==> src/tsac_pkg.sv <==
// ----------------------------------------------------------------------------
// tsac_pkg
// shared types and constants for the three-sensor agreement check
// ----------------------------------------------------------------------------
package tsac_pkg;

    localparam int TEMP_W  = 15;
    localparam int DIFF_W  = TEMP_W + 1;
    localparam logic [TEMP_W-1:0] THR_RESET = TEMP_W'(200);

    typedef enum logic [1:0] {
        SUS_NONE = 2'd0,
        SUS_A    = 2'd1,
        SUS_B    = 2'd2,
        SUS_C    = 2'd3
    } t_suspect;

    // stage 2: magnitudes and ordering flags
    typedef struct packed {
        logic [TEMP_W-1:0] dab;
        logic [TEMP_W-1:0] dac;
        logic [TEMP_W-1:0] dbc;
        logic              ge_ab;
        logic              le_ab;
        logic              ge_ac;
        logic              le_ac;
        logic              ge_bc;
        logic              le_bc;
        logic              va;
        logic              vb;
        logic              vc;
    } t_s2;

    // stage 3: masked deltas, maximum and distances to the median
    typedef struct packed {
        logic [TEMP_W-1:0] dab;
        logic [TEMP_W-1:0] dac;
        logic [TEMP_W-1:0] mx;
        logic [TEMP_W-1:0] ea;
        logic [TEMP_W-1:0] eb;
        logic [TEMP_W-1:0] ec;
        logic              vab;
        logic              vac;
        logic              vbc;
        logic              any;
        logic              all3;
    } t_s3;

endpackage

==> src/tsac_vote.sv <==
// ----------------------------------------------------------------------------
// tsac_vote
// valid masking, pairwise maximum and distances of each sensor to the median
// ----------------------------------------------------------------------------
module tsac_vote (
    input  tsac_pkg::t_s2 i_s2,
    output tsac_pkg::t_s3 o_s3
);

    logic                       vab;
    logic                       vac;
    logic                       vbc;
    logic                       med_a;
    logic                       med_b;
    logic [tsac_pkg::TEMP_W-1:0] dab_m;
    logic [tsac_pkg::TEMP_W-1:0] dac_m;
    logic [tsac_pkg::TEMP_W-1:0] dbc_m;
    logic [tsac_pkg::TEMP_W-1:0] mx_1;

    assign vab = i_s2.va && i_s2.vb;
    assign vac = i_s2.va && i_s2.vc;
    assign vbc = i_s2.vb && i_s2.vc;

    assign dab_m = vab ? i_s2.dab : '0;
    assign dac_m = vac ? i_s2.dac : '0;
    assign dbc_m = vbc ? i_s2.dbc : '0;

    // median by value; ties give the same median value
    assign med_a = (i_s2.ge_ab && i_s2.le_ac) || (i_s2.le_ab && i_s2.ge_ac);
    assign med_b = (i_s2.le_ab && i_s2.le_bc) || (i_s2.ge_ab && i_s2.ge_bc);

    assign mx_1 = (dab_m > dac_m) ? dab_m : dac_m;

    always_comb begin
        o_s3.dab  = dab_m;
        o_s3.dac  = dac_m;
        o_s3.mx   = (dbc_m > mx_1) ? dbc_m : mx_1;
        o_s3.vab  = vab;
        o_s3.vac  = vac;
        o_s3.vbc  = vbc;
        o_s3.any  = i_s2.va || i_s2.vb || i_s2.vc;
        o_s3.all3 = i_s2.va && i_s2.vb && i_s2.vc;
        if (med_a) begin
            o_s3.ea = '0;
            o_s3.eb = i_s2.dab;
            o_s3.ec = i_s2.dac;
        end else if (med_b) begin
            o_s3.ea = i_s2.dab;
            o_s3.eb = '0;
            o_s3.ec = i_s2.dbc;
        end else begin
            o_s3.ea = i_s2.dac;
            o_s3.eb = i_s2.dbc;
            o_s3.ec = '0;
        end
    end

endmodule

==> src/triple_sensor_agreement_check_core.sv <==
// ----------------------------------------------------------------------------
// triple_sensor_agreement_check_core
// four register stages: differences, magnitudes, vote and results; a request
// passes through them in that order on its way to the outputs
// throughput: one request per cycle while the output does not stall
// an empty stage is filled even while the output waits; o_stall only when full
// reset (synchronous, active low) empties the pipeline and sets threshold 200
// ----------------------------------------------------------------------------
module triple_sensor_agreement_check_core (
    input  logic                              i_clk,
    input  logic                              i_rst_n,
    input  logic                              i_cfg_we,
    input  logic        [tsac_pkg::TEMP_W-1:0] i_cfg_data,
    input  logic                              i_valid,
    output logic                              o_stall,
    input  logic signed [tsac_pkg::TEMP_W-1:0] i_temp_a,
    input  logic                              i_valid_a,
    input  logic signed [tsac_pkg::TEMP_W-1:0] i_temp_b,
    input  logic                              i_valid_b,
    input  logic signed [tsac_pkg::TEMP_W-1:0] i_temp_c,
    input  logic                              i_valid_c,
    output logic                              o_valid,
    input  logic                              i_stall,
    output logic        [tsac_pkg::TEMP_W-1:0] o_delta_ab,
    output logic                              o_delta_ab_valid,
    output logic        [tsac_pkg::TEMP_W-1:0] o_delta_ac,
    output logic                              o_delta_ac_valid,
    output logic        [tsac_pkg::TEMP_W-1:0] o_max_delta,
    output logic                              o_max_delta_valid,
    output logic                              o_disagree,
    output logic        [1:0]                 o_suspect
);

    logic [tsac_pkg::TEMP_W-1:0] r_thr;

    logic r_vld1;
    logic r_vld2;
    logic r_vld3;
    logic r_vld4;
    logic en1;
    logic en2;
    logic en3;
    logic en4;

    // stage 1: signed differences
    logic [tsac_pkg::DIFF_W-1:0] r_d_ab;
    logic [tsac_pkg::DIFF_W-1:0] r_d_ac;
    logic [tsac_pkg::DIFF_W-1:0] r_d_bc;
    logic                        r_va;
    logic                        r_vb;
    logic                        r_vc;
    logic [tsac_pkg::DIFF_W-1:0] n_d_ab;
    logic [tsac_pkg::DIFF_W-1:0] n_d_ac;
    logic [tsac_pkg::DIFF_W-1:0] n_d_bc;

    // stage 2 and 3
    tsac_pkg::t_s2 r_s2;
    tsac_pkg::t_s2 n_s2;
    tsac_pkg::t_s3 r_s3;
    tsac_pkg::t_s3 n_s3;

    // stage 4: results
    logic [tsac_pkg::TEMP_W-1:0] r_dab;
    logic                        r_vab;
    logic [tsac_pkg::TEMP_W-1:0] r_dac;
    logic                        r_vac;
    logic [tsac_pkg::TEMP_W-1:0] r_mx;
    logic                        r_any;
    logic                        r_dis;
    tsac_pkg::t_suspect          r_sus;
    logic                        n_dis;
    tsac_pkg::t_suspect          n_sus;

    assign en4 = !r_vld4 || !i_stall;
    assign en3 = !r_vld3 || en4;
    assign en2 = !r_vld2 || en3;
    assign en1 = !r_vld1 || en2;
    assign o_stall = !en1;

    always_ff @(posedge i_clk) begin
        if (!i_rst_n) begin
            r_thr  <= tsac_pkg::THR_RESET;
            r_vld1 <= 1'b0;
            r_vld2 <= 1'b0;
            r_vld3 <= 1'b0;
            r_vld4 <= 1'b0;
        end else begin
            if (i_cfg_we) begin
                r_thr <= i_cfg_data;
            end
            if (en1) begin
                r_vld1 <= i_valid;
            end
            if (en2) begin
                r_vld2 <= r_vld1;
            end
            if (en3) begin
                r_vld3 <= r_vld2;
            end
            if (en4) begin
                r_vld4 <= r_vld3;
            end
        end
    end

    // stage 1
    assign n_d_ab = {i_temp_a[tsac_pkg::TEMP_W-1], i_temp_a}
                  - {i_temp_b[tsac_pkg::TEMP_W-1], i_temp_b};
    assign n_d_ac = {i_temp_a[tsac_pkg::TEMP_W-1], i_temp_a}
                  - {i_temp_c[tsac_pkg::TEMP_W-1], i_temp_c};
    assign n_d_bc = {i_temp_b[tsac_pkg::TEMP_W-1], i_temp_b}
                  - {i_temp_c[tsac_pkg::TEMP_W-1], i_temp_c};

    always_ff @(posedge i_clk) begin
        if (en1 && i_valid) begin
            r_d_ab <= n_d_ab;
            r_d_ac <= n_d_ac;
            r_d_bc <= n_d_bc;
            r_va   <= i_valid_a;
            r_vb   <= i_valid_b;
            r_vc   <= i_valid_c;
        end
    end

    // stage 2
    always_comb begin
        logic [tsac_pkg::DIFF_W-1:0] abs_ab;
        logic [tsac_pkg::DIFF_W-1:0] abs_ac;
        logic [tsac_pkg::DIFF_W-1:0] abs_bc;
        abs_ab = r_d_ab[tsac_pkg::DIFF_W-1] ? -r_d_ab : r_d_ab;
        abs_ac = r_d_ac[tsac_pkg::DIFF_W-1] ? -r_d_ac : r_d_ac;
        abs_bc = r_d_bc[tsac_pkg::DIFF_W-1] ? -r_d_bc : r_d_bc;
        n_s2.dab   = abs_ab[tsac_pkg::TEMP_W-1:0];
        n_s2.dac   = abs_ac[tsac_pkg::TEMP_W-1:0];
        n_s2.dbc   = abs_bc[tsac_pkg::TEMP_W-1:0];
        n_s2.ge_ab = !r_d_ab[tsac_pkg::DIFF_W-1];
        n_s2.le_ab = r_d_ab[tsac_pkg::DIFF_W-1] || (r_d_ab == '0);
        n_s2.ge_ac = !r_d_ac[tsac_pkg::DIFF_W-1];
        n_s2.le_ac = r_d_ac[tsac_pkg::DIFF_W-1] || (r_d_ac == '0);
        n_s2.ge_bc = !r_d_bc[tsac_pkg::DIFF_W-1];
        n_s2.le_bc = r_d_bc[tsac_pkg::DIFF_W-1] || (r_d_bc == '0);
        n_s2.va    = r_va;
        n_s2.vb    = r_vb;
        n_s2.vc    = r_vc;
    end

    always_ff @(posedge i_clk) begin
        if (en2 && r_vld1) begin
            r_s2 <= n_s2;
        end
    end

    // stage 3
    tsac_vote u_vote (
        .i_s2 (r_s2),
        .o_s3 (n_s3)
    );

    always_ff @(posedge i_clk) begin
        if (en3 && r_vld2) begin
            r_s3 <= n_s3;
        end
    end

    // stage 4
    assign n_dis = r_s3.any && (r_s3.mx > r_thr);

    always_comb begin
        n_sus = tsac_pkg::SUS_NONE;
        if (n_dis) begin
            if (r_s3.all3) begin
                if (r_s3.ea >= r_s3.eb && r_s3.ea >= r_s3.ec) begin
                    n_sus = tsac_pkg::SUS_A;
                end else if (r_s3.eb >= r_s3.ec) begin
                    n_sus = tsac_pkg::SUS_B;
                end else begin
                    n_sus = tsac_pkg::SUS_C;
                end
            end else if (r_s3.vab || r_s3.vac) begin
                n_sus = tsac_pkg::SUS_A;
            end else if (r_s3.vbc) begin
                n_sus = tsac_pkg::SUS_B;
            end
        end
    end

    always_ff @(posedge i_clk) begin
        if (en4 && r_vld3) begin
            r_dab <= r_s3.dab;
            r_vab <= r_s3.vab;
            r_dac <= r_s3.dac;
            r_vac <= r_s3.vac;
            r_mx  <= r_s3.mx;
            r_any <= r_s3.any;
            r_dis <= n_dis;
            r_sus <= n_sus;
        end
    end

    assign o_valid           = r_vld4;
    assign o_delta_ab        = r_dab;
    assign o_delta_ab_valid  = r_vab;
    assign o_delta_ac        = r_dac;
    assign o_delta_ac_valid  = r_vac;
    assign o_max_delta       = r_mx;
    assign o_max_delta_valid = r_any;
    assign o_disagree        = r_dis;
    assign o_suspect         = r_sus;

    // suspect is named only on disagreement
    a_sus_needs_dis: assert property (@(posedge i_clk) disable iff (!i_rst_n)
        o_valid |-> (o_suspect == tsac_pkg::SUS_NONE) || o_disagree)
        else $error("suspect without disagreement");

    // no valid sensor gives an empty result
    a_none_valid: assert property (@(posedge i_clk) disable iff (!i_rst_n)
        (o_valid && !o_max_delta_valid) |->
            !o_disagree && (o_max_delta == '0) && !o_delta_ab_valid)
        else $error("result from no valid sensor");

    // the maximum covers both reported deltas
    a_max_covers: assert property (@(posedge i_clk) disable iff (!i_rst_n)
        o_valid |-> (o_max_delta >= o_delta_ab) && (o_max_delta >= o_delta_ac))
        else $error("max delta below a pair delta");

    // the input side is held back only by a blocked output
    a_stall_cause: assert property (@(posedge i_clk) disable iff (!i_rst_n)
        o_stall |-> i_stall && o_valid)
        else $error("input stalled with output free");

    // pipeline empty after reset
    a_reset_empty: assert property (@(posedge i_clk) disable iff (!i_rst_n)
        $past(!i_rst_n) |-> !o_valid)
        else $error("result right after reset");

endmodule
==> config.mk <==
export PLATFORM = sky130hd
export DESIGN_NAME = triple_sensor_agreement_check_core
export DESIGN_NICKNAME = d
export VERILOG_FILES = /design/src/tsac_pkg.sv /design/src/tsac_vote.sv /design/src/triple_sensor_agreement_check_core.sv
export SDC_FILE = /design/constraint.sdc
export NUM_CORES = 1
export LEC_CHECK = 0
export BUFFER_PORTS_ARGS = -buffer_cell sky130_fd_sc_hd__buf_2
export CAP_MARGIN = 30
export CORE_ASPECT_RATIO = 0.8
export CORE_UTILIZATION = 30
export CTS_BUF_LIST = sky130_fd_sc_hd__clkbuf_8
export CTS_CLUSTER_SIZE = 12
export DETAILED_ROUTE_END_ITERATION = 12
export PLACE_DENSITY = 0.45
export SYNTH_ARGS = -nofsm -noshare
export SYNTH_HDL_FRONTEND = slang
export SYNTH_SLANG_ARGS = --single-unit
==> constraint.sdc <==
create_clock -name i_clk -period 7.9 [get_ports i_clk]
set_input_delay 1.58 -clock i_clk [delete_from_list [all_inputs] [get_ports i_clk]]
set_output_delay 1.58 -clock i_clk [all_outputs]
set_load 0.02 [all_outputs]
======== After elaboration in Yosys (flattened, before gate mapping) ========
Index checks and enable logic that the tools add are counted.
storage, ports and cells
  flip-flop bits (word level) ............. 270
  bits of input ports ..................... 68
  output and inout port bits .............. 53
  word-level logic and storage cells ...... 107
operators by class
  add/sub/neg operators ................... 6
  magnitude comparators ................... 6
  multiplexer cells ....................... 15
  reduce and logical (&&, ||, !) cells .... 38
operator list
  kind               number
  $mux 15            8
  $logic_not 16->1   3
  $sub 15x15->16     3
  $ge 15x15->1       3
  $gt 15x15->1       3
  $mux 45            1
  $neg 15->15        3
  $mux 30            1
  $logic_and 1x1->1  14
  $logic_or 1x1->1   12
  $logic_not 1->1    9
  $mux 2             4
  $mux 1             1

======== Depth between registers and ports, before layout ========
Gate-level depths: netlist of the first run.
  word-level depth ........................ 6
  gate-level depth with buffers ........... 25
  gate-level depth less buffers ........... 21

======== By module ========
A second synthesis of the first run with hierarchy kept.
second synthesis, totals
  cells, all modules ...................... 1246
  area, all modules ....................... 14735.4 um^2
modules (own cells, without submodules)
  module                              instances  cells an instance  area each (um^2)  sequential area each (um^2)
  triple_sensor_agreement_check_core  1          939                12658.4           7917.6
  tsac_vote                           1          307                2077.0            0.0

======== Worst setup path before layout of the first run ========
Ideal clock, no wire load.
  kind .................................... input -> register
  from .................................... input i_stall
  to ...................................... register r_s3[0] (netlist name) (enable)
  library setup time ...................... 0.561 ns
  data arrival time ....................... 6.011 ns
  data required time ...................... 7.339 ns
  slack ................................... 1.328 ns
  stages .................................. 2
  path buffers ............................ 0
  cells stage by stage .................... and3_1 -> nor2b_1
between the ends
  cells in the longest elaborated chain, start to end .. 4
ends and longest elaborated chain
  element               RTL line                                   RTL
  start, declared       triple_sensor_agreement_check_core.sv:23   input logic i_stall,
  $logic_not 1->1       triple_sensor_agreement_check_core.sv:74   assign en4 = !r_vld4 || !i_stall;
  $logic_or 1x1->1      triple_sensor_agreement_check_core.sv:74
  $logic_or 1x1->1      triple_sensor_agreement_check_core.sv:75   assign en3 = !r_vld3 || en4;
  $logic_and 1x1->1     triple_sensor_agreement_check_core.sv:160  if (en3 && r_vld2) begin
  end signal, assigned  triple_sensor_agreement_check_core.sv:161  r_s3 <= n_s3;
  end, declared         triple_sensor_agreement_check_core.sv:59   tsac_pkg::t_s3 r_s3;
Every way passes these cells.
A chain may end at the register's enable or synchronous reset.

==> metrics.txt, run 1 <==
result of the run=completed; fin cells=2056; diodes inserted=0; drt drc=0; cell count after synthesis=1254; CP Data Required Time=8250 ps; worst slack at placement=1735 ps; clock root cell=clkbuf_8; postcts setup bufs=0; max cap viols=0; top-level port count=121; number of flip-flops and latches in the synthesized netlist=270; pin count of the biggest net entering global routing=73; average cell area after synthesis=11.62 µm²; post-route standard cell area excluding fillers=16870 µm²; highest ir drop seen on vdd=0.09177 mV; worst-case clock buffer depth=3; first-pass GRT wire length=57.17 mm; count of pins over their slew limit=0; Final GP Congestion=0.8729; Core Area=47440 µm²; worst-path maximum fanout=25; critical path capture point type=register; number of buffers added to fix hold violations after cts=0; Tmin final=6320 ps; post-route fraction of the period consumed by the critical path=80.00%; setup repair after global routing missed its margin=false; number of enable flip-flop cells after synthesis=251; TritonCTS Buffers=46; number of placed cells counting well taps=1973; sum of negative setup slack=0 ps; transition time of the tightest slew-check pin=771.9 ps; number of sinks on the clock net=270; Die Width=248.4 µm; cells resized by post-CTS repair=0; Final Core Density=35.56%; Crit path arrival time=6670 ps; Via density=4.734; distinct cell type count of the synthesized netlist=54; maximum clock rate=158.2 MHz; nets in the synthesized netlist=1459; clock transition at the registers of the reported paths=60 ps; Fill cells=4720; asr flop ratio synth=0%; worst clock skew=28.92 ps; gr usage total=15.15%; CTS tree=done; wirelength, routed=37.31 mm; post-route total power=3.501 mW; logic depth of the worst register-to-register path=20; count of endpoints failing hold in the final timing report=0; cell area after technology mapping=14580 µm²; H-tree depth=2; detailed-route wire length per cell=18.14 µm; Critical Setup Path Class=reg -> reg; initial antenna violation count=0; buffers added on ports=120; LEAKAGE=7.050 nW; Via Count=9734; Final setup viols=0; kind of launch point of the worst setup path=register; dpl cell area=15960 µm²; Main synth FF type=edfxtp_1; area growth from synthesis to layout=15.73%; DPL Wire Length=29.26 mm; worst-case hold slack=402.3 ps; sequential share of the synthesized area=54.32%; leading cell types in the layout, fill and taps excluded=edfxtp_1 (251), ha_1 (134), inv_1 (130), buf_2 (120), nand2_1 (106); normalized max-slew margin=47.21%; number of iterations in the first detailed-routing pass=5; antenna-violating nets left=0; number of nets in the finished design=1606; number of global-route vias before repair=9771; Vert. Die Dim=199.2 µm; share of cells above drive strength 1=15.25%; class of the most critical hold timing path=reg -> reg; hold path depth=0; Setup WS post-layout=1580 ps; GRT Residual Overflow=0; most common cell after layout, fill and taps aside=edfxtp_1; Synthesis Warnings=0; Starting Density=30.73%; clock latency on the worst-skew pair=610 ps; drt initial violations=508; floorplan die area=49480 µm²; power density over the cells=207.5 nW/µm²; number of core rows=71
[area by class of cell]
class	instances	area, µm²	area share [%]
repair buffers	131	710.7	4.213
well taps	620	775.7	4.598
clock buffers	49	674.4	3.998
flip-flops and latches	270	7918	46.93
inverters	120	450.4	2.670
multi-input cells	832	6102	36.17
clock inverters	34	239.0	1.417
[critical path, stage by stage (launching register included)]
cell      delay (ps)
edfxtp_1         750
and2_1           520
nand2_1          180
ha_1             350
nand4_1          140
a211o_1          260
a21oi_2          170
o211ai_1         180
a21oi_2          540
buf_4            360
a21oi_1          140
ha_1             300
nand4_1          100
or2_2            340
nor3_1           410
nand3_1          150
mux2i_1          240
nor3_1           180
buf_4            200
and2_1           210
o32a_1           350
[synthesized netlist by cell type (all sizes together) (5+ instances only)]
library cell    n  share of area [%]
nand2b         13               0.56
ha            134                 12
nor3           21               0.76
edfxtp        251                 52
mux2i          16                1.1
a211oi         15               0.77
xor2            7               0.42
a22o           32                1.9
dfxtp          19                2.6
and3           38                1.7
o21ai          50                1.7
a21o           18               0.93
nand4          12               0.52
o31ai          16               0.82
or4             7               0.36
a21oi          69                2.4
clkbuf         22               0.57
inv           120                3.1
a211o          15               0.90
nand2         106                2.7
a21boi         10               0.54
a2111oi         5               0.30
nor2           54                1.4
buf            10               0.45
o32a            5               0.34
xnor2          65                3.9
nand3          25               0.86
or3             8               0.34
o21a           16               0.82
nor2b          37                1.6
o211ai          5               0.29
[path summary, 6_finish.rpt]
| kind | end | slack (ps) | from |
|---|---|---|---|
| setup reg to reg | r_s3[50] | 1580 | r_s2[2] |
| hold reg to reg | o_delta_ab[6] | 400 | r_s3[86] |
| setup / recovery | r_s3[50] | 1580 | r_s2[2] |
| hold / removal | o_delta_ab[6] | 400 | r_s3[86] |
[where the power goes]
part | switching [mW] | total, mW | internal, mW
logic | 0.271 | 0.479 | 0.208
registers | 0.0858 | 1.77 | 1.68
clock network | 0.579 | 1.26 | 0.678
[per-layer routing]
layer	up-vias	part of all wire (%)	wire length (µm)	GRT usage, %
met5	-	0	0	0
met4	0	2.0	735	4.601
met3	44	3.8	1420	2.801
met2	187	41	15240	22.06
met1	4594	53	19910	22.56
li1	4909	-	-	-
[cells by family (layout without fill, tap and decap cells)]
group / after synthesis / count (layout) / synth area share (%)
simple gates: 332 / 332 / 11.30
compound gates: 272 / 272 / 12.70
flops: 270 / 270 / 54.32
buf+inv: 152 / 334 / 4.103
fa+ha+maj: 137 / 137 / 11.91
xor+xnor: 72 / 72 / 4.326
mux: 19 / 19 / 1.330
[registers in the layout (all words and copies together) (netlist names)]
signal / cells
r_thr: 15
r_d_ac: 16
r_vb: 1
r_d_ab: 16
r_vc: 1
o_valid: 1
o_max_delta: 15
r_vld1: 1
r_vld3: 1
o_delta_ab_valid: 1
o_delta_ac: 15
o_delta_ab: 15
o_disagree: 1
o_suspect: 2
r_s3: 95
r_vld2: 1
r_va: 1
r_s2: 54
o_max_delta_valid: 1
o_delta_ac_valid: 1
r_d_bc: 16
Note: power is estimated with default switching activity, not from simulation.
==> run 2: changes to the inputs <==
Clock period 7.9 ns to 6.29 ns, I/O delays scaled along.
==> metrics.txt, run 2 (synthesized netlist as in run 1, its figures left out) <==
number of iterations in the first detailed-routing pass=5 (unchanged); maximum cell stage delay along the critical path=470 ps (-280 ps); flip-flop count of the largest register after layout=95 (unchanged); worst slack at placement=479.3 ps (-1256 ps); count of pins over their slew limit=0 (unchanged); Critical Setup Path Class=reg -> reg; clock root cell=clkbuf_8; result of the run=completed; kind of launch point of the worst setup path=register; clock latency on the worst-skew pair=570 ps (-40 ps); dpl cell area=15970 µm² (about the same); Tmin final=5647 ps (-673.1 ps); floorplan die area=49480 µm² (unchanged); post-route total power=4.240 mW (+21%); met2 Resource Use GR=22.63% (+0.57 points); clock transition at the registers of the reported paths=70 ps (about the same); highest ir drop seen on vdd=0.1345 mV (+47%); maximum clock rate=177.1 MHz (+12%); fin cells=2060 (+0.19%); transition time of the tightest slew-check pin=817.7 ps (+45.82 ps); worst clock skew=25.20 ps (-3.726 ps); normalized max-slew margin=45.19% (-2.0 points); critical path capture point type=register; share of cells above drive strength 1=14.73% (-0.52 points); GRT Residual Overflow=0 (unchanged); class of the most critical hold timing path=reg -> reg; busiest metal layer after global routing=met1; drt drc=0 (unchanged); met1 Resource Use GR=23.05% (+0.48 points); gr usage total=15.38% (+0.23 points); LEAKAGE=7.047 nW (about the same); post-route standard cell area excluding fillers=16790 µm² (-0.47%); most common cell after layout, fill and taps aside=edfxtp_1; Via density=4.709 (-0.54%); worst-case clock buffer depth=3 (unchanged); CTS tree=done; CP Data Required Time=6610 ps (-1640 ps); pin count of the biggest net entering global routing=58 (-21%); worst-case hold slack=409.3 ps (+7.076 ps); buffers added on ports=120 (unchanged); area growth from synthesis to layout=15.18%; leading cell types in the layout, fill and taps excluded=edfxtp_1 (251), inv_1 (139), ha_1 (134), buf_2 (121), nand2_1 (106); first-pass GRT wire length=58.10 mm (+1.6%); antenna-violating nets left=0 (unchanged); series of cell instances along the critical path=and2_1 > nand2_1 > ha_1 > nand4_1 > a211o_1 > a21oi_2 > o211ai_1 > a21oi_4 > buf_4 > a21oi_1 > ha_1 > nand4_1 > or2_2 > nor3_1 > nand3_1 > mux2_2 > nand2_1 > o21ai_0 > o32a_1; worst-path maximum fanout=15 (-40%); number of nets in the finished design=1610 (+0.25%); postcts setup bufs=0 (unchanged); global routing met3 resource utilization=2.683% (-0.12 points); sum of negative setup slack=0 ps (unchanged); number of buffers added to fix hold violations after cts=0 (unchanged); Crit path arrival time=5970 ps (-700 ps); drt initial violations=631 (+24%); wirelength, routed=37.67 mm (+0.97%); CP bufs+invs=1 (-1); Final setup viols=0 (unchanged); setup repair after global routing missed its margin=false; power density over the cells=252.5 nW/µm² (+22%); largest reg by FF count=r_s3; count of endpoints failing hold in the final timing report=0 (unchanged); Die Width=248.4 µm (unchanged); DPL Wire Length=29.61 mm (+1.2%); registers with the most flip-flops=r_s3 x95, r_s2 x54; detailed-route wire length per cell=18.28 µm (+0.77%); Via Count=9700 (-0.35%); Starting Density=30.73% (unchanged); number of sinks on the clock net=270 (unchanged); max cap viols=0 (unchanged); post-route fraction of the period consumed by the critical path=89.78% (+9.8 points); TritonCTS Buffers=45 (-2.2%); Setup WS post-layout=643.1 ps (-936.9 ps); cell with the largest stage delay on the worst path=and2_1; H-tree depth=2 (unchanged); Final Core Density=35.39% (-0.17 points); initial antenna violation count=0 (unchanged); Vert. Die Dim=199.2 µm (unchanged); top-level port count=121 (unchanged); Core Area=47440 µm² (unchanged); number of placed cells counting well taps=1978 (+0.25%); Final GP Congestion=0.8833 (+1.2%); number of core rows=71 (unchanged); kind of cell with the highest combined delay on the critical path=simple AND/OR/NAND/NOR gates; number of global-route vias before repair=9796 (+0.26%)
==> run 2: changes by cell type in the layout (fill, tap and decap cells not counted), moves of 2 or more <==
| cell | change |
|---|---|
| inv_1 | +9 |
| buf_4 | +5 |
| clkinv_2 | -7 |
| clkinvlp_4 | -2 |
| bufinv_16 | -3 |
==> run 2: layout make-up <==
type,count,area [µm²]
flip-flops and latches,270,7918
well taps,620,775.7
clock buffers,49,674.4
inverters,120,450.4
fillers,4763,30650
multi-input cells,832,6110
diodes,1,2.502
clock inverters,32,133.9
repair buffers,136,725.7
==> run 2: report_power, final <==
part | switching [mW] | total (mW) | internal (mW)
clock | 0.702 | 1.42 | 0.716
sequential | 0.106 | 2.22 | 2.11
combinational | 0.343 | 0.607 | 0.264
==> run 2: repair_timing <==
action / CTS / global route
hold endpoints to repair: 0 / 0
setup endpoints to repair: 0 / 5
resized for setup: 0 / 1
==> run 2: routing by layer <==
layer  up-vias  routed length (µm)
met5         -                   0
met3        52                1595
li1       4917                   -
met1      4524               19910
met4         0                 765
met2       207               15390
==> run 2: worst reg2reg max path: cells and delay by family, from the launching register on <==
kind | cells | cell delay, ps
simple gates | 8 | 2100
compound gates | 7 | 1610
fa+ha+maj | 2 | 650
mux | 1 | 420
flops | 1 | 350
buf+inv | 1 | 280
==> run 2: final timing paths <==
| kind | from | to | slack (ps) | cells past startpoint |
|---|---|---|---|---|
| max | r_s2[0] | r_s3[62] | 640 | 19 |
| min | r_s3[65] | o_delta_ac[0] | 410 | 0 |
| max reg2reg | r_s2[0] | r_s3[62] | 640 | 19 |
| min reg2reg | r_s3[65] | o_delta_ac[0] | 410 | 0 |
==> run 3: changes to the inputs <==
Settings changed: ABC_CLOCK_PERIOD_IN_PS from default to 6290, SYNTH_HIERARCHICAL from default to 1.
==> metrics.txt, run 3 <==
hold path depth=0 (unchanged); number of iterations in the first detailed-routing pass=5 (unchanged); number of enable flip-flop cells after synthesis=251 (unchanged); met2 Resource Use GR=22.78% (+0.15 points); Crit path arrival time=5790 ps (-180 ps); post-route standard cell area excluding fillers=17040 µm² (+1.5%); Vert. Die Dim=200.2 µm (+0.54%); Core Area=48380 µm² (+2.0%); cell area after technology mapping=14740 µm² (+1.1%); Via density=4.765 (+1.2%); setup repair after global routing missed its margin=false; clock latency on the worst-skew pair=580 ps (about the same); power density over the cells=254.1 nW/µm² (+0.62%); worst-case clock buffer depth=3 (unchanged); Critical Setup Path Class=reg -> reg; Via Count=9877 (+1.8%); worst-case hold slack=407.9 ps (-1.395 ps); worst clock skew=13.57 ps (-11.63 ps); buffers added on ports=120 (unchanged); sum of negative setup slack=0 ps (unchanged); gr usage total=14.86% (-0.52 points); logic depth of the worst register-to-register path=19 (unchanged); start point of the worst min-delay path=r_s3[77]; number of global-route vias before repair=9945 (+1.5%); floorplan die area=50010 µm² (+1.1%); flip-flop count of the largest register after layout=95 (unchanged); count of pins over their slew limit=0 (unchanged); transition time of the tightest slew-check pin=790.2 ps (-27.55 ps); CP Data Required Time=6600 ps (about the same); maximum clock rate=182.4 MHz (+3.0%); asr flop ratio synth=0% (unchanged); Reg2Reg Launch Point=r_s2[1]; Die Width=249.8 µm (+0.54%); registers with the most flip-flops=r_s3 x95, r_s2 x54; DPL Wire Length=29.18 mm (-1.4%); initial antenna violation count=1 (+1); antenna-violating nets left=0 (unchanged); LEAKAGE=7.292 nW (+3.5%); Synthesis Warnings=6 (+6); number of nets in the finished design=1613 (+0.19%); nets in the synthesized netlist=1451 (-0.55%); max cap viols=0 (unchanged); top cell type's share of synthesized area=51.15% (-0.56 points); Fill cells=4842 (+1.7%); number of flip-flops and latches in the synthesized netlist=270 (unchanged); Post-synth top cells=edfxtp_1 (251), ha_1 (134), inv_1 (126); worst-path maximum fanout=22 (+7); worst slack at placement=360.0 ps (-119.3 ps); post-route fraction of the period consumed by the critical path=87.15% (-2.6 points); drt initial violations=554 (-12%); dpl cell area=16100 µm² (+0.83%); Main synth FF type=edfxtp_1; diodes inserted=0 (-1); detailed-route wire length per cell=18.08 µm (-1.1%); most instantiated library cell after synthesis=edfxtp_1; busiest metal layer after global routing=met2; Final GP Congestion=0.8657 (-2.0%); CTS tree=done; pin count of the biggest net entering global routing=58 (unchanged); setup slack of the worst register-to-register path=810 ps (+170 ps); H-tree depth=2 (unchanged); highest ir drop seen on vdd=0.1055 mV (-22%); fin cells=2073 (+0.63%); most common cell after layout, fill and taps aside=edfxtp_1; average cell area after synthesis=11.83 µm² (+1.7%); class of the most critical hold timing path=reg -> reg; leading cell types in the layout, fill and taps excluded=edfxtp_1 (251), inv_1 (147), ha_1 (134), buf_2 (120), nand2_1 (115); cell type with the highest aggregate area in the netlist=edfxtp_1; RR Endpoint=r_s3[61]; normalized max-slew margin=47.32% (+2.1 points); critical path capture point type=register; sequential share of the synthesized area=53.73% (-0.59 points); kind of launch point of the worst setup path=register; crit path launch=r_s2[1]; number of placed cells counting well taps=1977 (-0.051%); number of sinks on the clock net=270 (unchanged); first-pass GRT wire length=57.50 mm (-1.0%); wirelength, routed=37.48 mm (-0.50%); Tmin final=5482 ps (-165.2 ps); clock root cell=clkbuf_8; top-level port count=121 (unchanged); clock transition at the registers of the reported paths=60 ps (about the same); result of the run=completed; cells resized by post-CTS repair=0 (unchanged); sink of the worst hold path=o_delta_ac[12]; share of cells above drive strength 1=15.51% (+0.78 points); GRT Residual Overflow=0 (unchanged); global routing met3 resource utilization=2.781% (+0.098 points); drt drc=0 (unchanged); largest reg by FF count=r_s3; main area contributors after synthesis=edfxtp_1 (51%), ha_1 (11%), xnor2_1 (3.6%); area growth from synthesis to layout=15.64%; Setup WS post-layout=808.3 ps (+165.2 ps); Starting Density=30.46% (-0.27 points); distinct cell type count of the synthesized netlist=72 (+33%); Final setup viols=0 (unchanged); number of core rows=72 (+1.4%); TritonCTS Buffers=47 (+4.4%); met1 Resource Use GR=21.14% (-1.9 points); cell count after synthesis=1246 (-0.64%); count of endpoints failing hold in the final timing report=0 (unchanged)
==> run 3: cell types whose count changed after synthesis, moves of 7 or more <==
cell / change
o21ai_1: -9
a21o_1: +13
mux2i_1: +25
a21oi_1: -10
a31oi_1: +12
and3_1: -13
nand3_1: -19
nand2_1: +9
a211oi_1: -7
nor2_1: -8
a211o_1: -13
==> run 3: area by class of cell <==
class / instances / area, µm² / area share, %
Tap cell: 629 / 787.0 / 4.619
Clock inverter: 37 / 180.2 / 1.057
Multi-Input combinational cell: 819 / 6228 / 36.55
Timing Repair Buffer: 144 / 793.3 / 4.655
Sequential cell: 270 / 7918 / 46.46
Clock buffer: 48 / 660.6 / 3.877
Inverter: 126 / 473.0 / 2.776
==> run 3: worst max-delay path: stages (launching register included) <==
cell and delay, ps:
edfxtp_1 720, and3_1 320, ha_1 270, and4_1 220, o21ai_0 100, o221ai_2 190, a2111oi_4 450, or3_1 680
mux2i_1 320, ha_1 280, a21o_1 160, a21o_1 160, a21oi_1 140, o21ai_0 100, a21o_1 180, a211oi_1 370
a221oi_4 130, buf_12 170, buf_4 140, mux2i_1 110
==> run 3: logic make-up after synthesis <==
| family | after synthesis | synth area share, % |
|---|---|---|
| DFF | 270 | 53.73 |
| and+or+nand+nor | 308 | 10.63 |
| xor gates and xnor gates | 73 | 4.339 |
| adders and majority gates | 137 | 11.79 |
| muxes | 42 | 2.861 |
| AOI/OAI and AO/OA | 259 | 12.40 |
| buffers and inverters | 157 | 4.254 |
==> run 3: stage by stage <==
stage | util (%) | power, mW
CTS | 35.03 | 4.377
floorplan | - | 2.681
finish | 35.22 | 4.330
global placement | 33.29 | 2.883
global route | 35.22 | 4.560
detailed placement | 33.29 | 2.890
==> run 3: what timing repair did <==
item,CTS,global route
setup endpoints to repair,0,1
buffers inserted,0,11
hold buffers,0,0
==> run 3: layer usage <==
layer | up-vias | wire [µm]
met5 | - | 0
met2 | 256 | 16410
li1 | 4912 | -
met3 | 59 | 1949
met1 | 4650 | 18270
met4 | 0 | 848
==> run 3: how the worst max path moves through the flow <==
stage                     to  slack, ps
global placement    r_s3[50]        480
detailed placement  r_s3[50]        360
floorplan            r_s3[0]         40
global route        r_s3[59]        440
CTS                 r_s3[50]        330
finish              r_s3[61]        810
==> run 3: report_power, final <==
group / total [mW] / internal (mW) / switching [mW]
Combinational: 0.655 / 0.300 / 0.355
Clock: 1.46 / 0.747 / 0.710
Sequential: 2.22 / 2.11 / 0.107
